### src/rtl/jrp_pkg.sv
`default_nettype none

package jrp_pkg;

    // Field and beat widths
    localparam int IN_W       = 16;
    localparam int ABS_W      = 16;
    localparam int SQ_W       = 32;
    localparam int SUM_W      = 32;
    localparam int MAG_W      = 20;
    localparam int ANG_W      = 17;
    localparam int OUT_W      = MAG_W + ANG_W;
    localparam int S_TDATA_W  = 2 * IN_W;
    localparam int M_TDATA_W  = 40;

    // Square root: radicand is the squared length scaled by 2^10
    localparam int MAG_SHIFT  = 10;
    localparam int SQRT_BITS  = 2;
    localparam int SQRT_STEPS = 11;
    localparam int RAD_W      = 2 * SQRT_BITS * SQRT_STEPS;
    localparam int ROOT_W     = SQRT_BITS * SQRT_STEPS;
    localparam int REM_W      = ROOT_W + 3;

    // CORDIC vectoring datapath
    localparam int XY_SHIFT   = 14;
    localparam int XY_W       = 33;
    localparam int Z_W        = 25;
    localparam int ATAN_W     = 22;
    localparam int A_W        = 23;
    localparam int FULL_W     = 25;
    localparam int ANG_DROP   = 8;

    // Fixed pipeline sections around the core
    localparam int PREP_STAGES = 3;
    localparam int POST_STAGES = 2;

    // Angle constants, degrees Q16 and Q8
    localparam logic [Z_W-1:0]    DEG90_Q16  = 25'd5898240;
    localparam logic [FULL_W-1:0] DEG180_Q16 = 25'd11796480;
    localparam logic [FULL_W-1:0] DEG360_Q16 = 25'd23592960;
    localparam logic [FULL_W-1:0] ANG_ROUND  = 25'd128;
    localparam logic [ANG_W-1:0]  DEG0_Q8    = 17'd0;
    localparam logic [ANG_W-1:0]  DEG90_Q8   = 17'd23040;
    localparam logic [ANG_W-1:0]  DEG180_Q8  = 17'd46080;
    localparam logic [ANG_W-1:0]  DEG270_Q8  = 17'd69120;
    localparam logic [ANG_W-1:0]  DEG360_Q8  = 17'd92160;

    // Sign and axis flags of one sample pair
    typedef struct packed {
        logic x_zero;
        logic y_zero;
        logic x_neg;
        logic y_neg;
    } quad_flags_t;

    // atan(2^-i) in degrees, Q16; zero from stage 23 on
    function automatic logic [ATAN_W-1:0] atan_q16(input int idx);
        logic [ATAN_W-1:0] v;
        case (idx)
            0:       v = 22'd2949120;
            1:       v = 22'd1740967;
            2:       v = 22'd919879;
            3:       v = 22'd466945;
            4:       v = 22'd234379;
            5:       v = 22'd117304;
            6:       v = 22'd58666;
            7:       v = 22'd29335;
            8:       v = 22'd14668;
            9:       v = 22'd7334;
            10:      v = 22'd3667;
            11:      v = 22'd1833;
            12:      v = 22'd917;
            13:      v = 22'd458;
            14:      v = 22'd229;
            15:      v = 22'd115;
            16:      v = 22'd57;
            17:      v = 22'd29;
            18:      v = 22'd14;
            19:      v = 22'd7;
            20:      v = 22'd4;
            21:      v = 22'd2;
            22:      v = 22'd1;
            default: v = '0;
        endcase
        return v;
    endfunction

endpackage

`default_nettype wire

### src/rtl/jrp_cordic.sv
`default_nettype none

module jrp_cordic
    import jrp_pkg::*;
#(
    parameter int STAGES = 16,
    parameter int DEPTH  = 16
)
(
    input  wire logic                  clk,
    input  wire logic                  adv,
    input  wire logic [ABS_W-1:0]      abs_x,
    input  wire logic [ABS_W-1:0]      abs_y,
    input  wire quad_flags_t           flags_in,
    output logic signed [Z_W-1:0]      z,
    output quad_flags_t                flags_out
);

    logic signed [XY_W-1:0] x_reg [DEPTH];
    logic signed [XY_W-1:0] y_reg [DEPTH];
    logic signed [Z_W-1:0]  z_reg [DEPTH];
    quad_flags_t            flags_reg [DEPTH];

    for (genvar k = 0; k < DEPTH; k++)
    begin : g_stage
        logic signed [XY_W-1:0] x_in, y_in, x_next, y_next;
        logic signed [Z_W-1:0]  z_in, z_next;
        quad_flags_t            flags_stage_in;

        if (k == 0)
        begin : g_first
            // First-quadrant vector scaled by 2^14
            assign x_in = {{(XY_W-ABS_W-XY_SHIFT){1'b0}}, abs_x, {XY_SHIFT{1'b0}}};
            assign y_in = {{(XY_W-ABS_W-XY_SHIFT){1'b0}}, abs_y, {XY_SHIFT{1'b0}}};
            assign z_in = '0;
            assign flags_stage_in = flags_in;
        end
        else
        begin : g_chain
            assign x_in = x_reg[k-1];
            assign y_in = y_reg[k-1];
            assign z_in = z_reg[k-1];
            assign flags_stage_in = flags_reg[k-1];
        end

        if (k < STAGES)
        begin : g_work
            localparam logic signed [Z_W-1:0] ATAN_K =
                {{(Z_W-ATAN_W){1'b0}}, atan_q16(k)};
            logic signed [XY_W-1:0] dx, dy;
            logic                   y_pos;

            // Rotate towards the x axis; zero y counts as not positive
            assign dx    = y_in >>> k;
            assign dy    = x_in >>> k;
            assign y_pos = !y_in[XY_W-1] && (y_in != '0);

            always_comb
            begin
                if (y_pos)
                begin
                    x_next = x_in + dx;
                    y_next = y_in - dy;
                    z_next = z_in + ATAN_K;
                end
                else
                begin
                    x_next = x_in - dx;
                    y_next = y_in + dy;
                    z_next = z_in - ATAN_K;
                end
            end
        end
        else
        begin : g_pass
            assign x_next = x_in;
            assign y_next = y_in;
            assign z_next = z_in;
        end

        always_ff @(posedge clk)
        begin
            if (adv)
            begin
                x_reg[k]     <= x_next;
                y_reg[k]     <= y_next;
                z_reg[k]     <= z_next;
                flags_reg[k] <= flags_stage_in;
            end
        end
    end

    assign z         = z_reg[DEPTH-1];
    assign flags_out = flags_reg[DEPTH-1];

endmodule

`default_nettype wire

### config.mk
export PLATFORM = sky130hd
export DESIGN_NAME = jrp_cordic
export DESIGN_NICKNAME = d
export VERILOG_FILES = /design/src/rtl/jrp_pkg.sv /design/src/rtl/jrp_cordic.sv
export SDC_FILE = /design/constraint.sdc
export NUM_CORES = 2
export LEC_CHECK = 0
export BUFFER_PORTS_ARGS = -buffer_cell sky130_fd_sc_hd__buf_2
export CAP_MARGIN = 0
export CORE_MARGIN = 5
export CORE_UTILIZATION = 55
export CTS_CLUSTER_SIZE = 20
export DETAILED_ROUTE_END_ITERATION = 6
export MAX_ROUTING_LAYER = met4
export PLACE_DENSITY_LB_ADDON = 0.15
export SYNTH_ARGS = -nofsm -noshare
export SYNTH_HDL_FRONTEND = slang
export SYNTH_SLANG_ARGS = --single-unit
### constraint.sdc
create_clock -name clk -period 7.9 [get_ports clk]
set_clock_uncertainty 0.2 [all_clocks]
set_input_delay 1.185 -clock clk [delete_from_list [all_inputs] [get_ports clk]]
set_output_delay 1.185 -clock clk [all_outputs]
set_load 0.1 [all_outputs]
==> out/metrics.csv <==
metric;value;unit
grtUsageMet1;37.4;%
die_w;440;um
setup_violations;0;
use_met3;3.49;%
worstHoldPathCells;0;
cp_max_fo;29;
period_needed;7.46;ns
max_cap_viol_count;0;
grt_most_used_layer;met2;
drive_gt1_share;4.72;%
synth.distinct_cells;89;
setup_slack;0.440;ns
core-area;185000;sq um
htreeDepth;4;
first_pass_iters;6;
crit_required;8.24;ns
hold_viol;0;
io_buffers;65;
ys_ff_latch;1248;
rows;158;
yosys.area_share.simple;14.3;%
min_path_type;register to register;
cts_tree;built;
post-route-util;59.8;%
holdBufCountCts;0;
critPathLaunchType;register;
cts-buffers-inserted;149;
area_growth;8.58;%
rsz0062_at_grt;no;
synthMuxAreaShare;0.598;%
finalNonFillerCells;13200;
grt_overflow;0;
netlist_area;102000;sq um
layout_common_cells;edfxtp_1 (1248), ha_1 (1154), xnor2_1 (963);
synth_adder_area_share;14.9;%
worst_slew_pin_slew;1.25;ns
vias;80500;
cts_num_sinks;1248;
grt_pass1_vias;76600;
synth_xor_area_share;12.6;%
ioPinCount;67;
hold_path.startpoint;flags_reg[0][12];
ant_nets;0;
tns;0;ns
hpwl;223000;um
clk_latency;0.80;ns
grt_max_degree;140;
pre_cts_slack;0.392;ns
max_freq;134;MHz
synth_edf_count;1248;
wl_per_cell;21.0;um
grt_util_met2;46.4;%
run_status;finished clean;
dp.cells;12900;
die_y;440;um
grt_pass1_wl;430000;um
worst_slew_margin_rel;15.9;%
nNetsFinal;11800;
drt_iter0_markers;6038;
wirelength;278000;um
cts-root-buf;clkbuf_16;
path_clk_slew;0.06;ns
drc;0;
fillerInstances;15700;
fin_crit_sh;94.4;%
grt_usage;28.8;%
clk_path_buf_depth;3;
synth_compound_area_share;18.4;%
worst-setup-path-type;register to register;
end_kind;register;
slew_violations;0;
async_flop_share;0;%
reg2reg_from;y_reg[1][11];
synth_top_family_by_area;compound AO/OA/AOI/OAI gates;
viasPerCell;6.09;
ys_warn_count;0;
ys.flop_type;edfxtp_1;
setup.worst_path.start;y_reg[1][11];
largest_reg_flops;444;
start_util;55.1;%
seq_area_frac_synth;36.8;%
cp.arrival;7.80;ns
antenna_found_initial;6;
avgSynthCellArea;9.75;sq um
final_common_cell;edfxtp_1;
dieArea;194000;sq um
gp_congestion;0.989;
synth_cells;10400;
r2r_cells;24;
==> path summary, 6_finish.rpt <==
path / end / slack, ns
setup / recovery: x_reg[1][62] / 0.44
hold / removal: flags_reg[0][16] / 0.22
setup reg to reg: x_reg[1][62] / 0.44
hold reg to reg: flags_reg[0][16] / 0.22
==> synthesized netlist by cell type, types with 120 or more instances <==
| master | count | area, sq um |
|---|---|---|
| o31ai_1 | 170 | 1280 |
| clkbuf_1 | 120 | 450 |
| a21oi_1 | 843 | 4220 |
| xor2_1 | 505 | 4420 |
| nor3_1 | 315 | 1580 |
| nand2b_1 | 190 | 1190 |
| nand3_1 | 213 | 1070 |
| nor2b_1 | 136 | 851 |
| o21a_1 | 179 | 1340 |
| nor2_1 | 850 | 3190 |
| o21ai_0 | 598 | 2990 |
| ha_1 | 1154 | 14400 |
| inv_1 | 467 | 1750 |
| edfxtp_1 | 1248 | 37500 |
| xnor2_1 | 963 | 8430 |
| nand2_1 | 529 | 1990 |
| a21o_1 | 317 | 2380 |
==> kinds of logic after synthesis <==
family	after synthesis
and+or+nand+nor	2927
AOI/OAI and AO/OA	2921
xor gates and xnor gates	1469
DFF	1248
adders and majority gates	1191
buffers and inverters	627
muxes	60
other	1
==> worst max-delay path, stage by stage, from the launching register on <==
cell and delay [ns]:
edfxtp_1 0.50, or4_1 0.62, nor3_2 0.23, nand3_1 0.21, or4_1 0.58, or4_1 0.51, nand4b_2 0.32, nand2_2 0.32
buf_4 0.38, nand2_1 0.08, o21ai_0 0.12, ha_1 0.29, a211o_1 0.34, a2111oi_0 0.45, buf_4 0.20, o211ai_1 0.15
a31oi_1 0.29, nor4_1 0.13, o221ai_1 0.34, o21ai_0 0.18, buf_4 0.17, nor3_1 0.18, o21bai_1 0.11, a21oi_1 0.20
xnor2_1 0.09
==> per-stage QoR <==
step / hold WS [ns] / area (sq um)
final: 0.215 / 111000
after global placement: 0.201 / 106000
after CTS: 0.217 / 111000
after floorplan: 0.200 / 102000
after global routing: 0.225 / 111000
after detailed placement: 0.205 / 106000
==> repair_timing <==
action / in CTS / in global routing
endpoints found under the setup margin: 0 / 5
buffers inserted: 0 / 2
resized for setup: 0 / 3
==> per-layer routing <==
layer / up-vias / routed length (um)
met5: - / 0
met4: 0 / 12100
met3: 478 / 15300
met2: 2181 / 128000
met1: 38500 / 122000
li1: 39400 / -
==> area by class of cell <==
| type | count | area, sq um | area share (%) |
|---|---|---|---|
| Timing Repair Buffer | 137 | 1000 | 0.905 |
| Tap cell | 2480 | 3100 | 2.81 |
| Clock buffer | 173 | 3860 | 3.49 |
| Clock inverter | 101 | 1190 | 1.08 |
| Multi-Input combinational cell | 8606 | 62200 | 56.2 |
| Antenna cell | 4 | 10.0 | 0.00905 |
| Inverter | 477 | 1790 | 1.62 |
| Sequential cell | 1248 | 37500 | 33.9 |
Power is not shown: default switching activity piles up to over one toggle a cycle in this logic, so the estimate is an artifact.
