### src/rtl/jrp_pkg.sv
`default_nettype none

package jrp_pkg;

    // Field and beat widths
    localparam int IN_W       = 16;
    localparam int ABS_W      = 16;
    localparam int SQ_W       = 32;
    localparam int SUM_W      = 32;
    localparam int MAG_W      = 20;
    localparam int ANG_W      = 17;
    localparam int OUT_W      = MAG_W + ANG_W;
    localparam int S_TDATA_W  = 2 * IN_W;
    localparam int M_TDATA_W  = 40;

    // Square root: radicand is the squared length scaled by 2^10
    localparam int MAG_SHIFT  = 10;
    localparam int SQRT_BITS  = 2;
    localparam int SQRT_STEPS = 11;
    localparam int RAD_W      = 2 * SQRT_BITS * SQRT_STEPS;
    localparam int ROOT_W     = SQRT_BITS * SQRT_STEPS;
    localparam int REM_W      = ROOT_W + 3;

    // CORDIC vectoring datapath
    localparam int XY_SHIFT   = 14;
    localparam int XY_W       = 33;
    localparam int Z_W        = 25;
    localparam int ATAN_W     = 22;
    localparam int A_W        = 23;
    localparam int FULL_W     = 25;
    localparam int ANG_DROP   = 8;

    // Fixed pipeline sections around the core
    localparam int PREP_STAGES = 3;
    localparam int POST_STAGES = 2;

    // Angle constants, degrees Q16 and Q8
    localparam logic [Z_W-1:0]    DEG90_Q16  = 25'd5898240;
    localparam logic [FULL_W-1:0] DEG180_Q16 = 25'd11796480;
    localparam logic [FULL_W-1:0] DEG360_Q16 = 25'd23592960;
    localparam logic [FULL_W-1:0] ANG_ROUND  = 25'd128;
    localparam logic [ANG_W-1:0]  DEG0_Q8    = 17'd0;
    localparam logic [ANG_W-1:0]  DEG90_Q8   = 17'd23040;
    localparam logic [ANG_W-1:0]  DEG180_Q8  = 17'd46080;
    localparam logic [ANG_W-1:0]  DEG270_Q8  = 17'd69120;
    localparam logic [ANG_W-1:0]  DEG360_Q8  = 17'd92160;

    // Sign and axis flags of one sample pair
    typedef struct packed {
        logic x_zero;
        logic y_zero;
        logic x_neg;
        logic y_neg;
    } quad_flags_t;

    // atan(2^-i) in degrees, Q16; zero from stage 23 on
    function automatic logic [ATAN_W-1:0] atan_q16(input int idx);
        logic [ATAN_W-1:0] v;
        case (idx)
            0:       v = 22'd2949120;
            1:       v = 22'd1740967;
            2:       v = 22'd919879;
            3:       v = 22'd466945;
            4:       v = 22'd234379;
            5:       v = 22'd117304;
            6:       v = 22'd58666;
            7:       v = 22'd29335;
            8:       v = 22'd14668;
            9:       v = 22'd7334;
            10:      v = 22'd3667;
            11:      v = 22'd1833;
            12:      v = 22'd917;
            13:      v = 22'd458;
            14:      v = 22'd229;
            15:      v = 22'd115;
            16:      v = 22'd57;
            17:      v = 22'd29;
            18:      v = 22'd14;
            19:      v = 22'd7;
            20:      v = 22'd4;
            21:      v = 22'd2;
            22:      v = 22'd1;
            default: v = '0;
        endcase
        return v;
    endfunction

endpackage

`default_nettype wire

### src/rtl/jrp_sqrt.sv
`default_nettype none

module jrp_sqrt
    import jrp_pkg::*;
#(
    parameter int DEPTH = 16
)
(
    input  wire logic              clk,
    input  wire logic              adv,
    input  wire logic [SUM_W-1:0]  sum_sq,
    output logic [ROOT_W-1:0]      root
);

    logic [RAD_W-1:0]  rad_reg  [DEPTH];
    logic [REM_W-1:0]  rem_reg  [DEPTH];
    logic [ROOT_W-1:0] root_reg [DEPTH];

    for (genvar k = 0; k < DEPTH; k++)
    begin : g_stage
        logic [RAD_W-1:0]  rad_in,  rad_next;
        logic [REM_W-1:0]  rem_in,  rem_next;
        logic [ROOT_W-1:0] root_in, root_next;

        if (k == 0)
        begin : g_first
            assign rad_in  = {{(RAD_W-SUM_W-MAG_SHIFT){1'b0}}, sum_sq, {MAG_SHIFT{1'b0}}};
            assign rem_in  = '0;
            assign root_in = '0;
        end
        else
        begin : g_chain
            assign rad_in  = rad_reg[k-1];
            assign rem_in  = rem_reg[k-1];
            assign root_in = root_reg[k-1];
        end

        if (k < SQRT_STEPS)
        begin : g_work
            // Two restoring digit steps: bring down a bit pair, try 4q+1
            always_comb
            begin
                logic [REM_W-1:0]  r;
                logic [ROOT_W-1:0] q;
                logic [RAD_W-1:0]  d;
                logic [REM_W-1:0]  trial;
                r = rem_in;
                q = root_in;
                d = rad_in;
                for (int s = 0; s < SQRT_BITS; s++)
                begin
                    r     = {r[REM_W-3:0], d[RAD_W-1 -: 2]};
                    trial = {{(REM_W-ROOT_W-2){1'b0}}, q, 2'b01};
                    if (r >= trial)
                    begin
                        r = r - trial;
                        q = {q[ROOT_W-2:0], 1'b1};
                    end
                    else
                    begin
                        q = {q[ROOT_W-2:0], 1'b0};
                    end
                    d = {d[RAD_W-3:0], 2'b00};
                end
                rad_next  = d;
                rem_next  = r;
                root_next = q;
            end
        end
        else
        begin : g_pass
            assign rad_next  = rad_in;
            assign rem_next  = rem_in;
            assign root_next = root_in;
        end

        always_ff @(posedge clk)
        begin
            if (adv)
            begin
                rad_reg[k]  <= rad_next;
                rem_reg[k]  <= rem_next;
                root_reg[k] <= root_next;
            end
        end
    end

    assign root = root_reg[DEPTH-1];

endmodule

`default_nettype wire

### config.mk
export PLATFORM = sky130hd
export DESIGN_NAME = jrp_sqrt
export DESIGN_NICKNAME = d
export VERILOG_FILES = /design/src/rtl/jrp_pkg.sv /design/src/rtl/jrp_sqrt.sv
export SDC_FILE = /design/constraint.sdc
export NUM_CORES = 1
export LEC_CHECK = 0
export BUFFER_PORTS_ARGS = -buffer_cell sky130_fd_sc_hd__buf_2
export CORE_ASPECT_RATIO = 1.1
export CORE_MARGIN = 4
export CORE_UTILIZATION = 62
export CTS_BUF_LIST = sky130_fd_sc_hd__clkbuf_8
export CTS_CLUSTER_SIZE = 12
export DETAILED_ROUTE_END_ITERATION = 7
export HOLD_SLACK_MARGIN = 0.12
export PLACE_DENSITY = 0.87
export SYNTH_ARGS = -nofsm -noshare
export SYNTH_HDL_FRONTEND = slang
export SYNTH_SLANG_ARGS = --single-unit
### constraint.sdc
create_clock -name clk -period 8.56 [get_ports clk]
set_input_delay 1.712 -clock clk [delete_from_list [all_inputs] [get_ports clk]]
set_output_delay 1.712 -clock clk [all_outputs]
set_load 0.05 [all_outputs]
==> summary.txt <==
CTS buffer count = 93
Worst slew margin = 0.220
fraction of synthesis flops using an asynchronous set or reset pin = 0
Final Net Count = 3715
CP Launch Type = flop
Final GP Congestion = 0.984
# Post-CTS Setup Buffers = 0
Avg Cell Area, Syn = 10.6 um^2
number of nets with antenna violations after routing = 0
overall die area = 61300 um^2
worst setup path category = reg2reg
Data required, critical path = 8980 ps
netlist area before placement = 35600 um^2
Max Slew Vio Count = 0
number of enable flip-flop cells after synthesis = 562
portion of the post-synthesis area used by sequential elements = 0.475
number of flip-flops under the largest register name = 226
#FFs+latches synth = 562
Iteration-0 DRC Markers = 2569
Core ar. = 56500 um^2
post-cts resize count = 0
class of the tightest hold or removal check = reg2reg
clock latency of the later-clocked register in the worst-skew pair = 710 ps
total net switching power = 3.57 mW
Port Buffer Count = 54
area overhead of the layout relative to synthesis = 8.09%
sequential power share = 0.392
starting density of the core = 0.630
skew final = 46.2 ps
count of warnings emitted by yosys = 0
Boundary Pins = 56
average via count per standard cell = 6.30
worst IR drop on VDD = 0.000146 V
pin count of the biggest net entering global routing = 192
Detailed Route WL = 80200 um
Period minus WS final = 6770 ps
RSZ-0062 raised after global routing = false
power share of the combinational group = 0.367
wire length of the first global-routing pass = 130000 um
transition at the pin with the smallest max-transition slack = 1170 ps
maximum net fanout on the critical path = 28
clock root cell = clkbuf_8
result of the run = complete, but fails checks
1st-pass router iterations = 8
static leakage = 14.9 nW
part of the power in the clock network = 0.241
final hold vios = 0
Wirelength per Cell = 18.8 um
distinct cell type count after synthesis = 109
CTS tree = done
Die Span Y = 259 um
post-route setup TNS = 0 ps
sum of overflow across all layers after global routing = 0
buffer levels on the longest clock path = 3
most instantiated flip-flop cell in the synthesis netlist = edfxtp_1
top achievable clock speed = 148 MHz
via count = 26800
worst setup path endpoint = rem_reg[1][30]$_DFFE_PP_
capture point of the worst reg-to-reg path = rem_reg[1][30]$_DFFE_PP_
ratio of total power to cell area = 261 nW/um^2
instance count of the mapped netlist = 3355
post-route cell area = 38400 um^2
# rows = 91
proportion of layout cells with a drive suffix above 1 = 0.0903
antenna violations before repair = 1
number of violations of the max-capacitance limit = 0
hold-fix buffers at CTS = 0
data arrival time of the critical path = 7190 ps
via count of the first global-routing pass = 25900
flop2flop setup slack = 1790 ps
remaining routing DRC violations = 1
Final setup viols = 0
period utilisation layout = 0.791
start point of the critical path = root_reg[1][1]$_DFFE_PP_
placement-stage cell area = 36500 um^2
register clock-pin slew on the reported worst setup and hold paths = 70 ps
global router's overall resource usage = 0.255
Power Internal = 6.46 mW
fraction of power spent switching nets = 0.356
width of the chip = 236 um
violated checks = DRC
worst r2r path cells = 19
estimated wirelength of the detail-placed design = 58500 um
number of clock sinks = 562
reg-to-reg startpoint = root_reg[1][1]$_DFFE_PP_
endpoint class of the critical path = flop
H-Tree Depth = 3
## worst min-delay path by stage
stage                                      end                 startpoint  cells after the start  slack (ps)
finish               root_reg[1][94]$_DFFE_PP_  root_reg[1][72]$_DFFE_PP_                      0         400
floorplan            rad_reg[0][110]$_DFFE_PP_   rad_reg[0][62]$_DFFE_PP_                      0         400
CTS                  root_reg[1][94]$_DFFE_PP_  root_reg[1][72]$_DFFE_PP_                      0         400
global route         root_reg[1][94]$_DFFE_PP_  root_reg[1][72]$_DFFE_PP_                      0         410
global placement    root_reg[1][118]$_DFFE_PP_  root_reg[1][96]$_DFFE_PP_                      0         400
detailed placement   rad_reg[0][112]$_DFFE_PP_   rad_reg[0][64]$_DFFE_PP_                      0         400
## kinds of logic (layout without fill, tap and decap cells)
logic type / after synthesis / in the layout / synth area share
buf+inv: 291 / 446 / 0.0323
simple gates: 1055 / 1055 / 0.153
other cells: 1 / 3 / 0.000105
flops: 562 / 562 / 0.475
mux: 70 / 70 / 0.0217
fa+ha+maj: 247 / 247 / 0.0875
xor+xnor: 293 / 293 / 0.0722
compound gates: 836 / 836 / 0.159
## power by group through the flow
stage                     Clock [mW]  Combinational, mW  Sequential, mW
final                           2.42               3.68            3.94
after global routing            2.61               4.06            3.97
after CTS                       2.47               3.62            3.93
after detailed placement           0               3.59            3.97
after global placement             0               3.45            3.96
after floorplan                    0               2.89            3.80
## metrics by stage
stage,std cells,hold WS (ps),setup WS [ps],util,power [mW]
2_1_floorplan,3356,400,2670,-,6.69
3_3_place_gp,4083,400,2030,0.647,7.41
3_5_place_dp,4083,405,1880,0.647,7.56
4_1_cts,4255,404,1820,0.681,10.0
5_1_grt,4256,415,1360,0.681,10.6
6_report,4256,403,1790,0.681,10.0
## critical path, stage by stage (launching register included)
cell,delay [ps]
edfxtp_1,450
inv_1,160
ha_1,280
a211oi_1,290
nor2_1,140
o211a_1,270
nor4_1,510
a311o_1,410
and2_1,800
mux2_2,430
ha_1,210
or3_1,390
o221a_2,310
a211o_1,310
o311a_1,330
nor2_1,170
o211ai_1,160
nor2_1,180
buf_4,290
mux2_2,360
## routing by layer
metal  up-vias  share of wire  track usage
met3       235          0.069       0.0382
met2      1123           0.48        0.432
met5         -              0            0
li1      12800              -            -
met4         0          0.040        0.110
met1     12600           0.41        0.330
## area by class of cell
type                            instances  area (um^2)
Clock buffer                           96         1320
Clock inverter                         76          578
Tap cell                              744          931
Multi-Input combinational cell       2503        17500
Timing Repair Buffer                   66          408
Fill cell                            4192        18000
Antenna cell                            1         2.50
Inverter                              208          781
Sequential cell                       562        16900
## cells in the final DEF, fill, tap and decap left out, types with 18 or more instances in the layout
cell type / netlist / layout
mux2_2: 49 / 49
xor2_1: 96 / 96
o31ai_1: 26 / 26
a31oi_1: 28 / 28
o31a_1: 18 / 18
a21oi_1: 226 / 226
nand4_1: 41 / 41
inv_1: 201 / 221
ha_1: 244 / 244
or4_1: 26 / 26
buf_2: 22 / 53
nor2_1: 279 / 279
clkbuf_8: 0 / 96
o211ai_1: 30 / 30
nor3_1: 92 / 92
or2_2: 21 / 21
or3_1: 40 / 40
edfxtp_1: 562 / 562
o21bai_1: 25 / 25
o21ai_0: 144 / 144
nand2b_1: 31 / 31
nand3_1: 84 / 84
a21o_1: 67 / 67
nor2b_1: 32 / 32
and3_1: 22 / 22
o21a_1: 49 / 49
nand2_1: 233 / 233
and2_1: 20 / 20
xnor2_1: 197 / 197
clkinv_1: 1 / 26
a211oi_1: 36 / 36
nor4_1: 38 / 38
## Yosys cell counts (11+ instances only)
cell type  count  area [um^2]
a21oi_1      226         1130
ha_1         244         3050
nand4b_1      11         96.3
o31ai_1       26          195
mux2_2        49          552
or4_1         26          195
nor2b_1       32          200
o21a_1        49          368
nand2_1      233          875
o21bai_1      25          188
or3_1         40          250
xor2_1        96          841
o211ai_1      30          225
nand3_1       84          420
and4_1        13          114
nor4_1        38          238
nor2_1       279         1050
nor3_1        92          460
o31a_1        18          158
inv_1        201          754
a21o_1        67          503
a211o_1       14          123
nand3b_1      12         90.1
or2_2         21          131
xnor2_1      197         1730
and3_1        22          138
clkbuf_1      49          184
mux2i_1       15          150
a2111oi_0     14          123
nand4_1       41          257
o2111ai_1     13          114
edfxtp_1     562        16900
o21ai_0      144          721
nand2b_1      31          194
and2_1        20          125
a21boi_0      13         97.6
buf_2         22          110
a211oi_1      36          270
a31oi_1       28          175
No activity file was read; power rests on OpenSTA's default activity.
