`src/rtl/jrp_pkg.sv`:
```
`default_nettype none

package jrp_pkg;

    // Field and beat widths
    localparam int IN_W       = 16;
    localparam int ABS_W      = 16;
    localparam int SQ_W       = 32;
    localparam int SUM_W      = 32;
    localparam int MAG_W      = 20;
    localparam int ANG_W      = 17;
    localparam int OUT_W      = MAG_W + ANG_W;
    localparam int S_TDATA_W  = 2 * IN_W;
    localparam int M_TDATA_W  = 40;

    // Square root: radicand is the squared length scaled by 2^10
    localparam int MAG_SHIFT  = 10;
    localparam int SQRT_BITS  = 2;
    localparam int SQRT_STEPS = 11;
    localparam int RAD_W      = 2 * SQRT_BITS * SQRT_STEPS;
    localparam int ROOT_W     = SQRT_BITS * SQRT_STEPS;
    localparam int REM_W      = ROOT_W + 3;

    // CORDIC vectoring datapath
    localparam int XY_SHIFT   = 14;
    localparam int XY_W       = 33;
    localparam int Z_W        = 25;
    localparam int ATAN_W     = 22;
    localparam int A_W        = 23;
    localparam int FULL_W     = 25;
    localparam int ANG_DROP   = 8;

    // Fixed pipeline sections around the core
    localparam int PREP_STAGES = 3;
    localparam int POST_STAGES = 2;

    // Angle constants, degrees Q16 and Q8
    localparam logic [Z_W-1:0]    DEG90_Q16  = 25'd5898240;
    localparam logic [FULL_W-1:0] DEG180_Q16 = 25'd11796480;
    localparam logic [FULL_W-1:0] DEG360_Q16 = 25'd23592960;
    localparam logic [FULL_W-1:0] ANG_ROUND  = 25'd128;
    localparam logic [ANG_W-1:0]  DEG0_Q8    = 17'd0;
    localparam logic [ANG_W-1:0]  DEG90_Q8   = 17'd23040;
    localparam logic [ANG_W-1:0]  DEG180_Q8  = 17'd46080;
    localparam logic [ANG_W-1:0]  DEG270_Q8  = 17'd69120;
    localparam logic [ANG_W-1:0]  DEG360_Q8  = 17'd92160;

    // Sign and axis flags of one sample pair
    typedef struct packed {
        logic x_zero;
        logic y_zero;
        logic x_neg;
        logic y_neg;
    } quad_flags_t;

    // atan(2^-i) in degrees, Q16; zero from stage 23 on
    function automatic logic [ATAN_W-1:0] atan_q16(input int idx);
        logic [ATAN_W-1:0] v;
        case (idx)
            0:       v = 22'd2949120;
            1:       v = 22'd1740967;
            2:       v = 22'd919879;
            3:       v = 22'd466945;
            4:       v = 22'd234379;
            5:       v = 22'd117304;
            6:       v = 22'd58666;
            7:       v = 22'd29335;
            8:       v = 22'd14668;
            9:       v = 22'd7334;
            10:      v = 22'd3667;
            11:      v = 22'd1833;
            12:      v = 22'd917;
            13:      v = 22'd458;
            14:      v = 22'd229;
            15:      v = 22'd115;
            16:      v = 22'd57;
            17:      v = 22'd29;
            18:      v = 22'd14;
            19:      v = 22'd7;
            20:      v = 22'd4;
            21:      v = 22'd2;
            22:      v = 22'd1;
            default: v = '0;
        endcase
        return v;
    endfunction

endpackage

`default_nettype wire

```
`src/rtl/jrp_prep.sv`:
```
`default_nettype none

module jrp_prep
    import jrp_pkg::*;
(
    input  wire logic              clk,
    input  wire logic              adv,
    input  wire logic [IN_W-1:0]   axis_x,
    input  wire logic [IN_W-1:0]   axis_y,
    output logic [SUM_W-1:0]       sum_sq,
    output logic [ABS_W-1:0]       abs_x,
    output logic [ABS_W-1:0]       abs_y,
    output quad_flags_t            flags
);

    logic [ABS_W-1:0] abs_x_a_reg, abs_y_a_reg;
    logic [ABS_W-1:0] abs_x_b_reg, abs_y_b_reg;
    logic [ABS_W-1:0] abs_x_c_reg, abs_y_c_reg;
    logic [ABS_W-1:0] abs_x_next, abs_y_next;
    quad_flags_t      flags_a_reg, flags_b_reg, flags_c_reg, flags_next;
    logic [SQ_W-1:0]  sq_x_reg, sq_y_reg;
    logic [SUM_W-1:0] sum_reg;

    // Magnitudes and sign flags; -32768 maps to 0x8000
    always_comb
    begin
        abs_x_next        = axis_x[IN_W-1] ? (~axis_x + 1'b1) : axis_x;
        abs_y_next        = axis_y[IN_W-1] ? (~axis_y + 1'b1) : axis_y;
        flags_next.x_zero = (axis_x == '0);
        flags_next.y_zero = (axis_y == '0);
        flags_next.x_neg  = axis_x[IN_W-1];
        flags_next.y_neg  = axis_y[IN_W-1];
    end

    // Stage A: magnitudes, stage B: squares, stage C: sum
    always_ff @(posedge clk)
    begin
        if (adv)
        begin
            abs_x_a_reg <= abs_x_next;
            abs_y_a_reg <= abs_y_next;
            flags_a_reg <= flags_next;

            sq_x_reg    <= abs_x_a_reg * abs_x_a_reg;
            sq_y_reg    <= abs_y_a_reg * abs_y_a_reg;
            abs_x_b_reg <= abs_x_a_reg;
            abs_y_b_reg <= abs_y_a_reg;
            flags_b_reg <= flags_a_reg;

            sum_reg     <= sq_x_reg + sq_y_reg;
            abs_x_c_reg <= abs_x_b_reg;
            abs_y_c_reg <= abs_y_b_reg;
            flags_c_reg <= flags_b_reg;
        end
    end

    assign sum_sq = sum_reg;
    assign abs_x  = abs_x_c_reg;
    assign abs_y  = abs_y_c_reg;
    assign flags  = flags_c_reg;

endmodule

`default_nettype wire

```
`config.mk`:
```
export PLATFORM = sky130hd
export DESIGN_NAME = jrp_prep
export DESIGN_NICKNAME = d
export VERILOG_FILES = /design/src/rtl/jrp_pkg.sv /design/src/rtl/jrp_prep.sv
export SDC_FILE = /design/constraint.sdc
export NUM_CORES = 1
export LEC_CHECK = 0
export BUFFER_PORTS_ARGS = -buffer_cell sky130_fd_sc_hd__buf_4
export CELL_PAD_IN_SITES_DETAIL_PLACEMENT = 0
export CELL_PAD_IN_SITES_GLOBAL_PLACEMENT = 1
export CORE_MARGIN = 2
export CORE_UTILIZATION = 46
export DETAILED_ROUTE_END_ITERATION = 12
export HOLD_SLACK_MARGIN = 0.15
export PLACE_DENSITY = 0.89
export SETUP_SLACK_MARGIN = 0.2
export SYNTH_ARGS = -nofsm -noshare
export SYNTH_HDL_FRONTEND = slang
export SYNTH_SLANG_ARGS = --single-unit
```
`constraint.sdc`:
```
create_clock -name clk -period 6.55 [get_ports clk]
set_input_delay 0.655 -clock clk [delete_from_list [all_inputs] [get_ports clk]]
set_output_delay 0.655 -clock clk [all_outputs]
set_load 0.01 [all_outputs]
```
==> run_summary.xml <==
<?xml version="1.0" encoding="UTF-8"?>
<metrics>
  <group name="synth">
    <metric name="synthCells" unit="">2081</metric>
    <metric name="post-synth-top-area-cell" unit="">fa_1</metric>
    <metric name="synth.area.top_cells" unit="">fa_1, edfxtp_1, ha_1</metric>
    <metric name="synthArstFlopShare" unit="%">0</metric>
    <metric name="synth-edff-count" unit="">200</metric>
    <metric name="yosysTopAreaCellShare" unit="%">29.3</metric>
    <metric name="synth_seq_cells" unit="">200</metric>
    <metric name="synthTopCellsByCount" unit="">inv_1, fa_1, ha_1</metric>
    <metric name="synth_top_flop_cell" unit="">edfxtp_1</metric>
    <metric name="synthMostInstantiatedCell" unit="">inv_1</metric>
    <metric name="number_of_different_library_cells_in_the_post_synthesis_netlist" unit="">58</metric>
    <metric name="syn-mean-instance-area" unit="um^2">10.6</metric>
    <metric name="ys_seq_area_share" unit="%">27.2</metric>
    <metric name="mapped_area" unit="um^2">22100</metric>
    <metric name="ys_warn_count" unit="">0</metric>
    <metric name="syn-num-nets" unit="">2672</metric>
  </group>
  <group name="clock_network">
    <metric name="cts_tree" unit="">done</metric>
    <metric name="clock_path_buffers" unit="">2</metric>
    <metric name="numClockSinks" unit="">200</metric>
    <metric name="hold_buf_cts" unit="">0</metric>
    <metric name="clk_latency" unit="ps">480</metric>
    <metric name="htree_levels" unit="">4</metric>
    <metric name="cts.root.buffer_cell" unit="">clkbuf_16</metric>
    <metric name="clk_transition_reported_paths" unit="ps">90</metric>
    <metric name="numCtsBuffers" unit="">17</metric>
  </group>
  <group name="worst_setup_path">
    <metric name="critical_path_endpoint_category" unit="">flip-flop</metric>
    <metric name="crit_required" unit="ps">6780</metric>
    <metric name="start_kind" unit="">flip-flop</metric>
    <metric name="worstPathMaxFanout" unit="">5</metric>
    <metric name="worst-setup-path-type" unit="">reg -&gt; reg</metric>
    <metric name="worst_ep_arrival_time" unit="ps">6440</metric>
    <metric name="worst-r2r-setup-slack" unit="ps">340</metric>
  </group>
  <group name="die">
    <metric name="core-area" unit="um^2">47500</metric>
    <metric name="dieHeight" unit="um">223</metric>
    <metric name="die-area" unit="um^2">49800</metric>
    <metric name="number_of_placement_rows" unit="">80</metric>
    <metric name="die_w" unit="um">223</metric>
    <metric name="initial_utilization" unit="%">46.5</metric>
    <metric name="boundaryPins" unit="">102</metric>
  </group>
  <group name="global_route">
    <metric name="grt_max_degree" unit="">111</metric>
    <metric name="number_of_antenna_violations_at_the_first_check_in_global_routing" unit="">4</metric>
    <metric name="grt_use_total" unit="%">19.3</metric>
    <metric name="via_count_of_the_first_global_routing_pass" unit="">16008</metric>
    <metric name="global_route_wire_length_before_repair" unit="um">76400</metric>
    <metric name="gr_overflow_total" unit="">0</metric>
  </group>
  <group name="run_status">
    <metric name="status" unit="">completed</metric>
  </group>
  <group name="run">
    <metric name="drv.max_cap_violation_count" unit="">0</metric>
  </group>
  <group name="route">
    <metric name="detailedRoute.firstPassIterationCount" unit="">5</metric>
    <metric name="wire_per_inst" unit="um">15.6</metric>
    <metric name="drcViolationCount" unit="">0</metric>
    <metric name="vias_per_cell" unit="">5.04</metric>
    <metric name="wl" unit="um">44900</metric>
    <metric name="vias" unit="">14528</metric>
    <metric name="ant_nets" unit="">0</metric>
    <metric name="drt_iter0_drc" unit="">713</metric>
  </group>
  <group name="placed_design">
    <metric name="dpl_cell_area" unit="um^2">24000</metric>
    <metric name="dp_hpwl" unit="um">36400</metric>
    <metric name="placement.setup.worst_slack" unit="ps">28.6</metric>
    <metric name="io_buffer_count" unit="">101</metric>
    <metric name="placedCellCount" unit="">2817</metric>
    <metric name="place_congestion" unit="">0.872</metric>
  </group>
  <group name="timing">
    <metric name="fmax" unit="MHz">161</metric>
    <metric name="finalClockSkew" unit="ps">19.8</metric>
    <metric name="max_slew_margin" unit="%">38.6</metric>
    <metric name="worst-slew-pin-transition" unit="ps">920</metric>
    <metric name="finalCriticalPeriod" unit="ps">6210</metric>
    <metric name="finalSetupTns" unit="ps">0</metric>
    <metric name="final-setup-viol-count" unit="">0</metric>
    <metric name="slew_viol_final" unit="">0</metric>
    <metric name="grt_setup_unrepaired" unit="">true</metric>
    <metric name="hold_violations" unit="">0</metric>
    <metric name="final_ws_setup" unit="ps">339</metric>
    <metric name="finalCritPeriodShare" unit="%">94.8</metric>
  </group>
  <group name="cells_and_area">
    <metric name="final_cell_area" unit="um^2">25200</metric>
    <metric name="antenna_cells" unit="">0</metric>
    <metric name="finish.net_count" unit="">2847</metric>
    <metric name="largest_register_ffs" unit="">32</metric>
    <metric name="area_growth_syn_to_layout" unit="%">14.0</metric>
    <metric name="fin_cells" unit="">2884</metric>
    <metric name="n_fill_cell" unit="">4122</metric>
    <metric name="layout-drive-gt1-share" unit="%">14.0</metric>
  </group>
  <group name="min_path">
    <metric name="hold_path.class" unit="">in -&gt; reg</metric>
  </group>
</metrics>
-- worst paths after layout --
path / start / to / cells past startpoint
max reg2reg: abs_x_a_reg[10]$_DFFE_PP_ / sq_x_reg[30]$_DFFE_PP_ / 22
max: abs_x_a_reg[10]$_DFFE_PP_ / sq_x_reg[30]$_DFFE_PP_ / 22
min: axis_x[0] / abs_x_a_reg[0]$_DFFE_PP_ / 1
min reg2reg: abs_x_b_reg[3]$_DFFE_PP_ / abs_x[3]$_DFFE_PP_ / 0
-- cell families after synthesis --
group	count (synthesis)	share of synthesized area (%)
fa+ha+maj	557	42.5
compound gates	217	6.65
simple gates	416	8.94
xor+xnor	126	4.99
mux	3	0.153
flops	200	27.2
buf+inv	562	9.55
-- timing repair --
item | in CTS | in global routing
hold endpoints to repair | 0 | 0
buffers inserted | 17 | 18
pin swaps | 4 | 32
resized for setup | 14 | 65
endpoints found under the setup margin | 14 | 17
-- cells in the final DEF, fill, tap and decap left out, types with 10 or more instances in the layout --
cell / Yosys / final
nand2_1: 184 / 178
clkbuf_16: 0 / 17
fa_1: 324 / 324
nor2_1: 59 / 57
a21oi_2: 4 / 10
o21ai_0: 25 / 21
and2_1: 82 / 75
nand3_1: 17 / 15
inv_1: 516 / 509
xor2_1: 37 / 37
nor2b_1: 16 / 16
a21o_1: 36 / 36
a21oi_1: 64 / 56
nor3_1: 13 / 13
edfxtp_1: 200 / 200
xnor2_1: 89 / 89
o21bai_1: 12 / 12
buf_4: 0 / 192
ha_1: 233 / 224
-- stage by stage --
step           util (%)  hold WS, ps
2_1_floorplan         -          400
4_1_cts            52.1          345
3_3_place_gp       50.4          402
3_5_place_dp       50.4          405
6_report           53.0          370
5_1_grt            53.0          351
-- critical path: stages, from the launching register on --
cell      delay [ps]
edfxtp_1         470
and2_4           220
fa_1             570
inv_1             80
fa_1             540
inv_1             50
fa_1             490
fa_1             420
fa_1             500
inv_1             50
fa_1             470
inv_1             40
ha_2             290
and3_1           190
and2_1           190
a32o_1           280
a31o_4           230
a31oi_4          190
a21oi_4          110
a31oi_2          220
o211ai_1         140
a21oi_2          150
xnor2_1           70
-- layer usage --
layer  vias to the layer above  share of wire [%]  track usage (%)
met1                      7326                 44             25.2
met5                         -              0.016                0
met3                        50                4.4             3.12
met4                         2                1.4             4.37
li1                       6889                  -                -
met2                       261                 50             33.7
-- layout make-up --
type	instances	area, um^2	area share, %
Tap cell	615	769	3.06
Sequential cell	200	6010	23.8
Inverter	516	1940	7.69
Timing Repair Buffer	202	1570	6.25
Multi-Input combinational cell	1319	14300	56.8
Clock inverter	15	173	0.686
Clock buffer	17	425	1.69
Power is left out: the tool's default activity adds up to more than one toggle a clock period on the data nets, which glitch-free logic cannot reach.
