**config.mk**
```make
export PLATFORM = sky130hd
export DESIGN_NAME = jrp_post
export DESIGN_NICKNAME = d
export VERILOG_FILES = /design/src/rtl/jrp_pkg.sv /design/src/rtl/jrp_post.sv
export SDC_FILE = /design/constraint.sdc
export NUM_CORES = 1
export LEC_CHECK = 0
export BUFFER_PORTS_ARGS = -buffer_cell sky130_fd_sc_hd__buf_2
export CAP_MARGIN = 15
export CORE_ASPECT_RATIO = 1.75
export CORE_UTILIZATION = 60
export DETAILED_ROUTE_END_ITERATION = 6
export PLACE_DENSITY = 0.86
export SETUP_SLACK_MARGIN = 0.5
export SLEW_MARGIN = 10
export SYNTH_ARGS = -nofsm -noshare
export SYNTH_HDL_FRONTEND = slang
export SYNTH_SLANG_ARGS = --single-unit
```
**constraint.sdc**
```tcl
create_clock -name clk -period 8 [get_ports clk]
set_clock_uncertainty 0.1 [all_clocks]
set_input_delay 1.2 -clock clk [delete_from_list [all_inputs] [get_ports clk]]
set_output_delay 1.2 -clock clk [all_outputs]
set_load 0.01 [all_outputs]
```
**src/rtl/jrp_pkg.sv**
```systemverilog
`default_nettype none

package jrp_pkg;

    // Field and beat widths
    localparam int IN_W       = 16;
    localparam int ABS_W      = 16;
    localparam int SQ_W       = 32;
    localparam int SUM_W      = 32;
    localparam int MAG_W      = 20;
    localparam int ANG_W      = 17;
    localparam int OUT_W      = MAG_W + ANG_W;
    localparam int S_TDATA_W  = 2 * IN_W;
    localparam int M_TDATA_W  = 40;

    // Square root: radicand is the squared length scaled by 2^10
    localparam int MAG_SHIFT  = 10;
    localparam int SQRT_BITS  = 2;
    localparam int SQRT_STEPS = 11;
    localparam int RAD_W      = 2 * SQRT_BITS * SQRT_STEPS;
    localparam int ROOT_W     = SQRT_BITS * SQRT_STEPS;
    localparam int REM_W      = ROOT_W + 3;

    // CORDIC vectoring datapath
    localparam int XY_SHIFT   = 14;
    localparam int XY_W       = 33;
    localparam int Z_W        = 25;
    localparam int ATAN_W     = 22;
    localparam int A_W        = 23;
    localparam int FULL_W     = 25;
    localparam int ANG_DROP   = 8;

    // Fixed pipeline sections around the core
    localparam int PREP_STAGES = 3;
    localparam int POST_STAGES = 2;

    // Angle constants, degrees Q16 and Q8
    localparam logic [Z_W-1:0]    DEG90_Q16  = 25'd5898240;
    localparam logic [FULL_W-1:0] DEG180_Q16 = 25'd11796480;
    localparam logic [FULL_W-1:0] DEG360_Q16 = 25'd23592960;
    localparam logic [FULL_W-1:0] ANG_ROUND  = 25'd128;
    localparam logic [ANG_W-1:0]  DEG0_Q8    = 17'd0;
    localparam logic [ANG_W-1:0]  DEG90_Q8   = 17'd23040;
    localparam logic [ANG_W-1:0]  DEG180_Q8  = 17'd46080;
    localparam logic [ANG_W-1:0]  DEG270_Q8  = 17'd69120;
    localparam logic [ANG_W-1:0]  DEG360_Q8  = 17'd92160;

    // Sign and axis flags of one sample pair
    typedef struct packed {
        logic x_zero;
        logic y_zero;
        logic x_neg;
        logic y_neg;
    } quad_flags_t;

    // atan(2^-i) in degrees, Q16; zero from stage 23 on
    function automatic logic [ATAN_W-1:0] atan_q16(input int idx);
        logic [ATAN_W-1:0] v;
        case (idx)
            0:       v = 22'd2949120;
            1:       v = 22'd1740967;
            2:       v = 22'd919879;
            3:       v = 22'd466945;
            4:       v = 22'd234379;
            5:       v = 22'd117304;
            6:       v = 22'd58666;
            7:       v = 22'd29335;
            8:       v = 22'd14668;
            9:       v = 22'd7334;
            10:      v = 22'd3667;
            11:      v = 22'd1833;
            12:      v = 22'd917;
            13:      v = 22'd458;
            14:      v = 22'd229;
            15:      v = 22'd115;
            16:      v = 22'd57;
            17:      v = 22'd29;
            18:      v = 22'd14;
            19:      v = 22'd7;
            20:      v = 22'd4;
            21:      v = 22'd2;
            22:      v = 22'd1;
            default: v = '0;
        endcase
        return v;
    endfunction

endpackage

`default_nettype wire

```
**src/rtl/jrp_post.sv**
```systemverilog
`default_nettype none

module jrp_post
    import jrp_pkg::*;
(
    input  wire logic                  clk,
    input  wire logic                  adv,
    input  wire logic signed [Z_W-1:0] z,
    input  wire quad_flags_t           flags,
    input  wire logic [ROOT_W-1:0]     root,
    output logic [MAG_W-1:0]           magnitude_q4,
    output logic [ANG_W-1:0]           angle_deg_q8
);

    logic [A_W-1:0]    a;
    logic [FULL_W-1:0] full_next, full_reg;
    quad_flags_t       flags_reg;
    logic [ROOT_W-1:0] root_reg;
    logic [FULL_W-1:0] rounded;
    logic [ANG_W-1:0]  ang_q8, ang_wrap, ang_next;
    logic [ROOT_W-1:0] root_inc;
    logic [MAG_W-1:0]  mag_reg;
    logic [ANG_W-1:0]  ang_reg;

    // Clamp the first-quadrant angle to 0..90 and apply quadrant correction
    always_comb
    begin
        if (z[Z_W-1])
            a = '0;
        else if (unsigned'(z) > DEG90_Q16)
            a = DEG90_Q16[A_W-1:0];
        else
            a = z[A_W-1:0];

        if (!flags.x_neg && !flags.y_neg)
            full_next = {{(FULL_W-A_W){1'b0}}, a};
        else if (flags.x_neg && !flags.y_neg)
            full_next = DEG180_Q16 - {{(FULL_W-A_W){1'b0}}, a};
        else if (flags.x_neg)
            full_next = DEG180_Q16 + {{(FULL_W-A_W){1'b0}}, a};
        else
            full_next = DEG360_Q16 - {{(FULL_W-A_W){1'b0}}, a};
    end

    // Round to Q8, wrap below 360, override on the axes
    always_comb
    begin
        rounded  = full_reg + ANG_ROUND;
        ang_q8   = rounded[ANG_DROP +: ANG_W];
        ang_wrap = (ang_q8 >= DEG360_Q8) ? (ang_q8 - DEG360_Q8) : ang_q8;
        if (flags_reg.x_zero)
        begin
            if (flags_reg.y_zero)
                ang_next = DEG0_Q8;
            else if (flags_reg.y_neg)
                ang_next = DEG270_Q8;
            else
                ang_next = DEG90_Q8;
        end
        else if (flags_reg.y_zero)
            ang_next = flags_reg.x_neg ? DEG180_Q8 : DEG0_Q8;
        else
            ang_next = ang_wrap;
        root_inc = root_reg + 1'b1;
    end

    always_ff @(posedge clk)
    begin
        if (adv)
        begin
            full_reg  <= full_next;
            flags_reg <= flags;
            root_reg  <= root;

            ang_reg   <= ang_next;
            mag_reg   <= root_inc[MAG_W:1];
        end
    end

    assign magnitude_q4 = mag_reg;
    assign angle_deg_q8 = ang_reg;

endmodule

`default_nettype wire

```
==> results of run 1 <==
-- power by group through the flow --
stage | sequential [mW] | clock [mW] | combinational (mW)
4_1_cts | 0.530 | 0.390 | 0.148
3_5_place_dp | 0.538 | 0 | 0.147
3_3_place_gp | 0.535 | 0 | 0.141
5_1_grt | 0.535 | 0.407 | 0.164
2_1_floorplan | 0.537 | 0 | 0.0915
6_report | 0.530 | 0.386 | 0.148
-- worst max-delay path by stage --
stage / end / slack (ns) / cells past startpoint
after floorplan: full_reg[22] / 4.44 / 11
after global placement: full_reg[22] / 4.20 / 11
after detailed placement: full_reg[22] / 4.17 / 11
after CTS: full_reg[22] / 4.52 / 11
after global routing: full_reg[22] / 4.38 / 11
final: full_reg[22] / 4.51 / 11
-- synth_stat cells, types with 5 or more instances --
library cell | number | share of area [%]
buf_2 | 5 | 0.56
nand3_1 | 11 | 1.2
nand4_1 | 8 | 1.1
nor3_1 | 11 | 1.2
o21ai_0 | 13 | 1.5
clkbuf_1 | 11 | 0.93
inv_1 | 17 | 1.4
a31oi_1 | 5 | 0.70
a21oi_1 | 13 | 1.5
xor2_1 | 22 | 4.3
nor2_1 | 43 | 3.6
edfxtp_1 | 80 | 54
ha_1 | 7 | 2.0
nand2_1 | 24 | 2.0
xnor2_1 | 32 | 6.3
nor4_1 | 7 | 0.98
-- metal layers --
metal  track usage [%]  up-vias  share of wire (%)
met2              44.5      143                 55
li1                  -     1639                  -
met5                 0        -                  0
met1              22.8     1548                 36
met3              5.22       35                4.7
met4              15.0        0                3.8
-- metrics by stage --
step	utilization, %	cell area, um^2
after floorplan	-	4450
after global placement	68.8	4940
after detailed placement	68.8	4940
after CTS	72.7	5220
after global routing	72.7	5220
final	72.7	5220
-- final cells by class --
| cell class | instances | share of cell area [%] |
|---|---|---|
| sequential | 80 | 46.0 |
| multi-input combinational | 281 | 36.7 |
| timing repair buffer | 89 | 8.58 |
| clock buffer | 11 | 4.46 |
| tap | 86 | 2.06 |
| inverter | 17 | 1.22 |
| clock inverter | 5 | 0.911 |
-- logic make-up (layout without fill, tap and decap cells) --
family	Yosys count	after routing	share of synthesized area, %
buffers and inverters	33	122	2.92
adders and majority gates	7	7	1.97
and+or+nand+nor	142	142	17.8
xor gates and xnor gates	54	54	10.6
DFF	80	80	54.0
muxes	4	4	0.928
AOI/OAI and AO/OA	74	74	11.8
==> results.toml, run 1 <==
[critical_path]
path_buf_inv = 1
r2r_slack_ns = 5.08
arrival_ns = 3.46
crit_top_cell = "o41ai_1"
critPathCaptureType = "flop"
cp-start-kind = "primary input"
reg2reg_from = "full_reg[7]"
crit_family = "compound AO/OA/AOI/OAI gates"
cpPeakStageDelay_ns = 0.30
cp_cell_sequence = "buf_2 -> o211a_1 -> o21a_1 -> nor3_2 -> nand2_1 -> ha_1 -> a21o_1 -> a41o_1 -> o41ai_1 -> o41ai_1 -> xor2_1"
crit_fanout = 8
crit_start = "z[18]"
required_ns = 7.96
crit_slowest_cell = "o41ai_1"
r2r-end = "angle_deg_q8[12]"
reg2regPathDepth = 9
crit_type = "in -> reg"

[min_path]
min-delay-start = "root_reg[1]"
hold_depth = 1
hold_end = "magnitude_q4[0]"
hold_path_class = "reg -> reg"

[clocking]
numCtsBuffers = 9
root_buffer = "clkbuf_16"
cts.sinks = 80
clk_pin_slew_ns = 0.06
cts_setup_buffers = 0
htree_levels = 3
ctsHoldBuffers = 0
cts_tree = "yes"
cts_buffer_depth = 2
clkLatencyLatePin_ns = 0.33
cts_resized = 0

[grt]
grt_pass1_wl_um = 13900
grt_pass1_vias = 3272
grt_start_max_net_pins = 81
grt_use_total_pct = 24.0
overflow = 0
antenna_found_initial = 0

[cells_and_area]
final_common_cell = "buf_2"
layout_common_cells = "buf_2 (88), edfxtp_1 (80), nor2_1 (43)"
drive_above_1_share_pct = 24.8
fillers = 491
seq_area_um2 = 2400
areaGrowthSynthToFinish_pct = 17.3
stdcell_count = 569
multi_input_area_um2 = 1920
final_nets = 538
n_antenna_cell = 0
largest_register_ffs = 21

[floorplan]
initial_core_util_pct = 62.0
die_x_um = 67.1
coreArea_um2 = 7180
die_h_um = 116
fp.dieArea_um2 = 7780
ios = 90
num_rows = 41

[route]
via_count = 3365
drt_wl_total_um = 8880
dr.pass1.iters = 4
route.detailed.drc = 0
drt-initial-drc-count = 224
drtAntennaViolNets = 0
avgRoutedWirePerCell_um = 15.6
via_per_inst = 5.91

[pwr]
p_int_uw = 806
vdd_drop_max_v = 0.000123
p_total_mw = 1.06
clock_power_share_pct = 36.3
netSwitchingPower_uw = 258
pwr-share-comb_pct = 13.9
seqPwrFrac_pct = 49.8
netSwitchingFraction_pct = 24.3
leakage_nw = 2.01
power_density_nw_per_um2 = 204

[placement]
place_hpwl_um = 6470
dp_cells = 553
portBuffers = 88
place_ws_ns = 4.17
globalplace.congestion = 0.909

[yosys]
synth_seq_cells = 80
synthCells = 394
synth.avg_cell_area_um2 = 11.3
synth_nets = 454
yosysWarningCount = 0
async_reset_ff_share_pct = 0
netlist_area_um2 = 4450
synth_ff_type = "edfxtp_1"
yosysSeqAreaShare_pct = 54.0
synth_edf_count = 80
synth.distinct_cells = 62

[status]
outcome = "complete, no violations"

[sta]
fin_crit_sh_pct = 43.7
drv_slew = 0
max-slew-margin-rel_pct = 36.9
setup_viol_count_final = 0
worstMarginPinSlew_ns = 0.946
holdWs_ns = 0.482
min_period_ns = 3.49
setup_ws_ns = 4.51
hold_viol = 0
setup_tns_ns = 0
rsz0062_at_grt = "no"
fmax_mhz = 286

[run]
maxCapViolCount = 0
Note: power is estimated with default switching activity, not from simulation.
==> inputs of run 2 (changes only) <==
- CORE_UTILIZATION: 60 -> 50
- PLACE_DENSITY: 0.86 -> 0.77
- clock period: 8 -> 3.2 ns (I/O delays scaled with it)
==> run 2 against run 1 <==
Clock power rose to 2.7 times the previous value. Sequential share of layout area fell by 2.3 points. Die area rose by 20%. Global-route usage fell by 4.2 points. Via count rose by 1.5%. Non-clock buffer count rose by 13. Critical path type is now reg -> reg.
==> results.toml, run 2 (synthesis results as in run 1) <==
[pwr]
seqPwrFrac_pct = 47.7
clock_power_share_pct = 38.0
netSwitchingFraction_pct = 23.8
power_density_nw_per_um2 = 506
pwr-share-comb_pct = 14.3
leakage_nw = 2.10
p_total_mw = 2.77
p_int_mw = 2.11
vdd_drop_max_v = 0.000321
netSwitchingPower_uw = 661

[clocking]
cts_tree = "yes"
clkLatencyLatePin_ns = 0.33
htree_levels = 3
cts_buffer_depth = 2
clk_pin_slew_ns = 0.06
ctsHoldBuffers = 0
root_buffer = "clkbuf_16"
cts.sinks = 80
numCtsBuffers = 9

[critical_path]
arrival_ns = 2.65
cp-start-kind = "flop"
crit_type = "reg -> reg"
required_ns = 3.17
crit_fanout = 7
critPathCaptureType = "flop"

[sta]
hold_viol = 0
min_period_ns = 2.67
holdWs_ns = 0.221
drv_slew = 0
setup_viol_count_final = 0
worstMarginPinSlew_ns = 0.694
fmax_mhz = 374
max-slew-margin-rel_pct = 53.7
fin_crit_sh_pct = 83.5
setup_tns_ns = 0
rsz0062_at_grt = "yes"

[cells_and_area]
largest_register_ffs = 21
final_common_cell = "buf_2"
final_util_pct = 63.3
areaGrowthSynthToFinish_pct = 23.3
layout_common_cells = "buf_2 (88), edfxtp_1 (80), nor2_1 (43)"
n_antenna_cell = 0
drive_above_1_share_pct = 29.6
final_area_um2 = 5490
final_nets = 551

[route]
dr.pass1.iters = 4
route.detailed.drc = 0
drt-initial-drc-count = 193
drtAntennaViolNets = 0
via_per_inst = 5.57
drt_wl_total_um = 8810
avgRoutedWirePerCell_um = 14.4
via_count = 3416

[status]
outcome = "complete, no violations"

[grt]
gr-usage-met1_pct = 18.8
grt_use_total_pct = 19.8
grt_util_met3_pct = 5.08
gr-usage-met2_pct = 36.7
overflow = 0
grt_start_max_net_pins = 50
top_usage_layer = "met2"
grt_pass1_vias = 3273
antenna_found_initial = 0
grt_pass1_wl_um = 14100

[floorplan]
initial_core_util_pct = 51.3
die_x_um = 73.3
die_h_um = 127
fp.dieArea_um2 = 9300
num_rows = 45
coreArea_um2 = 8670
ios = 90

[run]
maxCapViolCount = 0

[placement]
place_hpwl_um = 6550
placed_area_um2 = 5030
portBuffers = 88
globalplace.congestion = 0.883

[min_path]
hold_path_class = "in -> reg"
## run 2: changes by cell type in the layout (fill, tap and decap cells not counted), sizes merged
| cell | change |
|---|---|
| clkbuf | -1 |
| bufinv | +1 |
| buf | +13 |
| clkinvlp | +2 |
| clkinv | -2 |
## run 2: cell type report
class	count	area [um^2]
inverter	17	63.8
timing repair buffer	102	558
tap	117	146
clock inverter	6	83.8
clock buffer	10	229
fill	682	3180
multi-input combinational	281	2010
sequential	80	2400
## run 2: worst max-delay path: stages, from the launching register on
cell	delay (ns)
edfxtp_1	0.50
nand4_1	0.13
buf_4	0.18
buf_4	0.13
nor4b_2	0.26
xnor2_1	0.25
nor3b_2	0.26
nand4b_2	0.21
a211oi_1	0.30
o22ai_1	0.10
## run 2: per-stage QoR
| step | cells | setup slack, ns |
|---|---|---|
| 6_report | 613 | 0.527 |
| 5_1_grt | 613 | 0.423 |
| 4_1_cts | 608 | 0.510 |
| 3_5_place_dp | 589 | 0.299 |
| 3_3_place_gp | 589 | 0.367 |
| 2_1_floorplan | 394 | 0.387 |
## run 2: worst paths after layout
check | start | to | slack (ns) | depth (start not counted)
worst max-delay path | full_reg[9] | angle_deg_q8[16] | 0.53 | 9
worst min-delay path | root[4] | root_reg[4] | 0.22 | 1
worst max register to register | full_reg[9] | angle_deg_q8[16] | 0.53 | 9
worst min register to register | root_reg[1] | magnitude_q4[0] | 0.48 | 1
## run 2: layer usage
layer	routed length [um]	part of all wire, %
met2	4870	55
met1	3140	36
met5	0	0
met3	472	5.4
met4	332	3.8
## run 2: power groups by stage
stage | combinational [mW] | clock [mW] | sequential [mW]
3_5_place_dp | 0.374 | 0 | 1.34
4_1_cts | 0.380 | 1.07 | 1.32
6_report | 0.397 | 1.05 | 1.32
3_3_place_gp | 0.362 | 0 | 1.34
5_1_grt | 0.440 | 1.12 | 1.33
2_1_floorplan | 0.230 | 0 | 1.34
## run 2: what timing repair did
action	4_1_cts	5_1_grt
buffers inserted	3	5
resized for setup	3	11
endpoints found under the hold margin	0	0
setup endpoints to repair	4	7
pin swaps	1	1
cloned	0	0
==> inputs of run 3 (changes only) <==
- clock period: 3.2 -> 2.45 ns (I/O delays scaled with it)
==> run 3 against run 2 <==
The run now ends with setup timing left. Wire length grew 28%. Design area grew 21%. Power increased by 44%. Count of clock-buffer cells in the layout stayed put. Cell count up 12%. Critical endpoint is now angle_deg_q8[13].
==> results.toml, run 3 (synthesis results as in run 1) <==
[status]
outcome = "finished with violations"
violations = "setup timing"

[route]
drt-initial-drc-count = 217
route.detailed.drc = 0
avgRoutedWirePerCell_um = 16.4
dr.pass1.iters = 4
drtAntennaViolNets = 0
via_count = 3849
drt_wl_total_um = 11200
via_per_inst = 5.63

[pwr]
seqPwrFrac_pct = 43.3
p_total_mw = 3.98
clock_power_share_pct = 37.5
power_density_nw_per_um2 = 602
p_int_mw = 2.99
netSwitchingFraction_pct = 24.8
vdd_drop_max_v = 0.000499
leakage_nw = 2.65
netSwitchingPower_uw = 990
pwr-share-comb_pct = 19.2

[placement]
portBuffers = 88
place_hpwl_um = 7260
globalplace.congestion = 0.911

[critical_path]
cp-start-kind = "flop"
crit_fanout = 6
arrival_ns = 2.65
required_ns = 2.55
crit_type = "reg -> reg"
critPathCaptureType = "flop"

[clocking]
htree_levels = 3
clk_pin_slew_ns = 0.06
cts_buffer_depth = 2
root_buffer = "clkbuf_16"
cts_tree = "yes"
numCtsBuffers = 9
clkLatencyLatePin_ns = 0.33
ctsHoldBuffers = 0
cts.sinks = 80

[cells_and_area]
largest_register_ffs = 21
layout_common_cells = "buf_2 (83), edfxtp_1 (80), buf_4 (70)"
n_antenna_cell = 0
areaGrowthSynthToFinish_pct = 48.7
final_nets = 622
final_common_cell = "buf_2"
drive_above_1_share_pct = 48.3
fillers = 566

[grt]
grt_pass1_vias = 3839
grt_pass1_wl_um = 17300
overflow = 0
grt_use_total_pct = 24.4
grt_start_max_net_pins = 81
antenna_found_initial = 0

[sta]
hold_viol = 0
setup_viol_count_final = 5
min_period_ns = 2.55
rsz0062_at_grt = "yes"
fin_crit_sh_pct = 104
drv_slew = 0
worstMarginPinSlew_ns = 0.759
setup_ws_ns = -0.104
max-slew-margin-rel_pct = 49.0
setup_tns_ns = -0.273
fmax_mhz = 392

[floorplan]
ios = 90
initial_core_util_pct = 51.3
die_x_um = 73.3
fp.dieArea_um2 = 9300
coreArea_um2 = 8670
num_rows = 45
die_h_um = 127

[min_path]
hold_path_class = "in -> reg"

[run]
maxCapViolCount = 0
run 3: cell count changes in the layout (fill, tap and decap cells not counted), moves of 4 or more:
cell and change:
buf_4 +57, buf_6 +17, nor2_1 -17, nor2_4 +9, nor2_2 +8, nor4_4 +6, buf_2 -5, nor3_1 -5
xnor2_1 -5, xnor2_2 +5, nor3_4 +4
run 3: worst paths after layout:
| path | startpoint | cells past startpoint | slack, ns | endpoint |
|---|---|---|---|---|
| worst min-delay path | flags[2] | 1 | 0.11 | flags_reg[2] |
| worst min register to register | root_reg[20] | 1 | 0.48 | magnitude_q4[19] |
| worst max register to register | full_reg[8] | 9 | -0.10 | angle_deg_q8[13] |
| worst max-delay path | full_reg[8] | 9 | -0.10 | angle_deg_q8[13] |
run 3: stage by stage:
stage	area, um^2	worst slack, ns	utilization, %	hold slack [ns]	cells
after global routing	6620	-0.197	76.3	0.0988	684
after CTS	6290	-0.00976	72.5	0.0988	670
after detailed placement	5540	-0.215	63.9	0.446	638
after global placement	5540	-0.148	63.9	0.438	638
after floorplan	4610	-0.249	-	0.366	394
final	6620	-0.104	76.3	0.112	684
run 3: repair_timing:
item | 4_1_cts | 5_1_grt
cloned | 1 | 0
gates resized for setup | 57 | 52
setup endpoints to repair | 30 | 32
pin swaps | 37 | 33
buffers inserted | 15 | 14
run 3: routing by layer:
layer,track usage (%),vias to the layer above,wire length [um]
met1,22.3,1865,3800
li1,-,1811,-
met3,3.81,29,432
met4,13.2,0,402
met2,48.4,144,6610
met5,0,-,0
run 3: critical path, stage by stage (launching register included):
cell      delay [ns]
edfxtp_1        0.46
nand4_1         0.21
buf_6           0.20
nor3_4          0.18
nand4_1         0.16
xor2_2          0.23
buf_4           0.17
or3_1           0.38
a21oi_2         0.20
o21a_1          0.13
run 3: power by group through the flow:
stage,clock [mW],sequential [mW],combinational [mW]
floorplan,0,1.76,0.325
finish,1.49,1.72,0.765
global placement,0,1.74,0.577
detailed placement,0,1.75,0.601
global route,1.57,1.74,0.824
CTS,1.52,1.72,0.680
run 3: layout make-up:
type / count / area, um^2 / area share (%)
Timing Repair Buffer: 173 / 1190 / 18.0
Sequential cell: 80 / 2400 / 36.3
Multi-Input combinational cell: 281 / 2470 / 37.3
Inverter: 17 / 68.8 / 1.04
Clock buffer: 10 / 229 / 3.46
Tap cell: 117 / 146 / 2.21
Clock inverter: 6 / 106 / 1.61
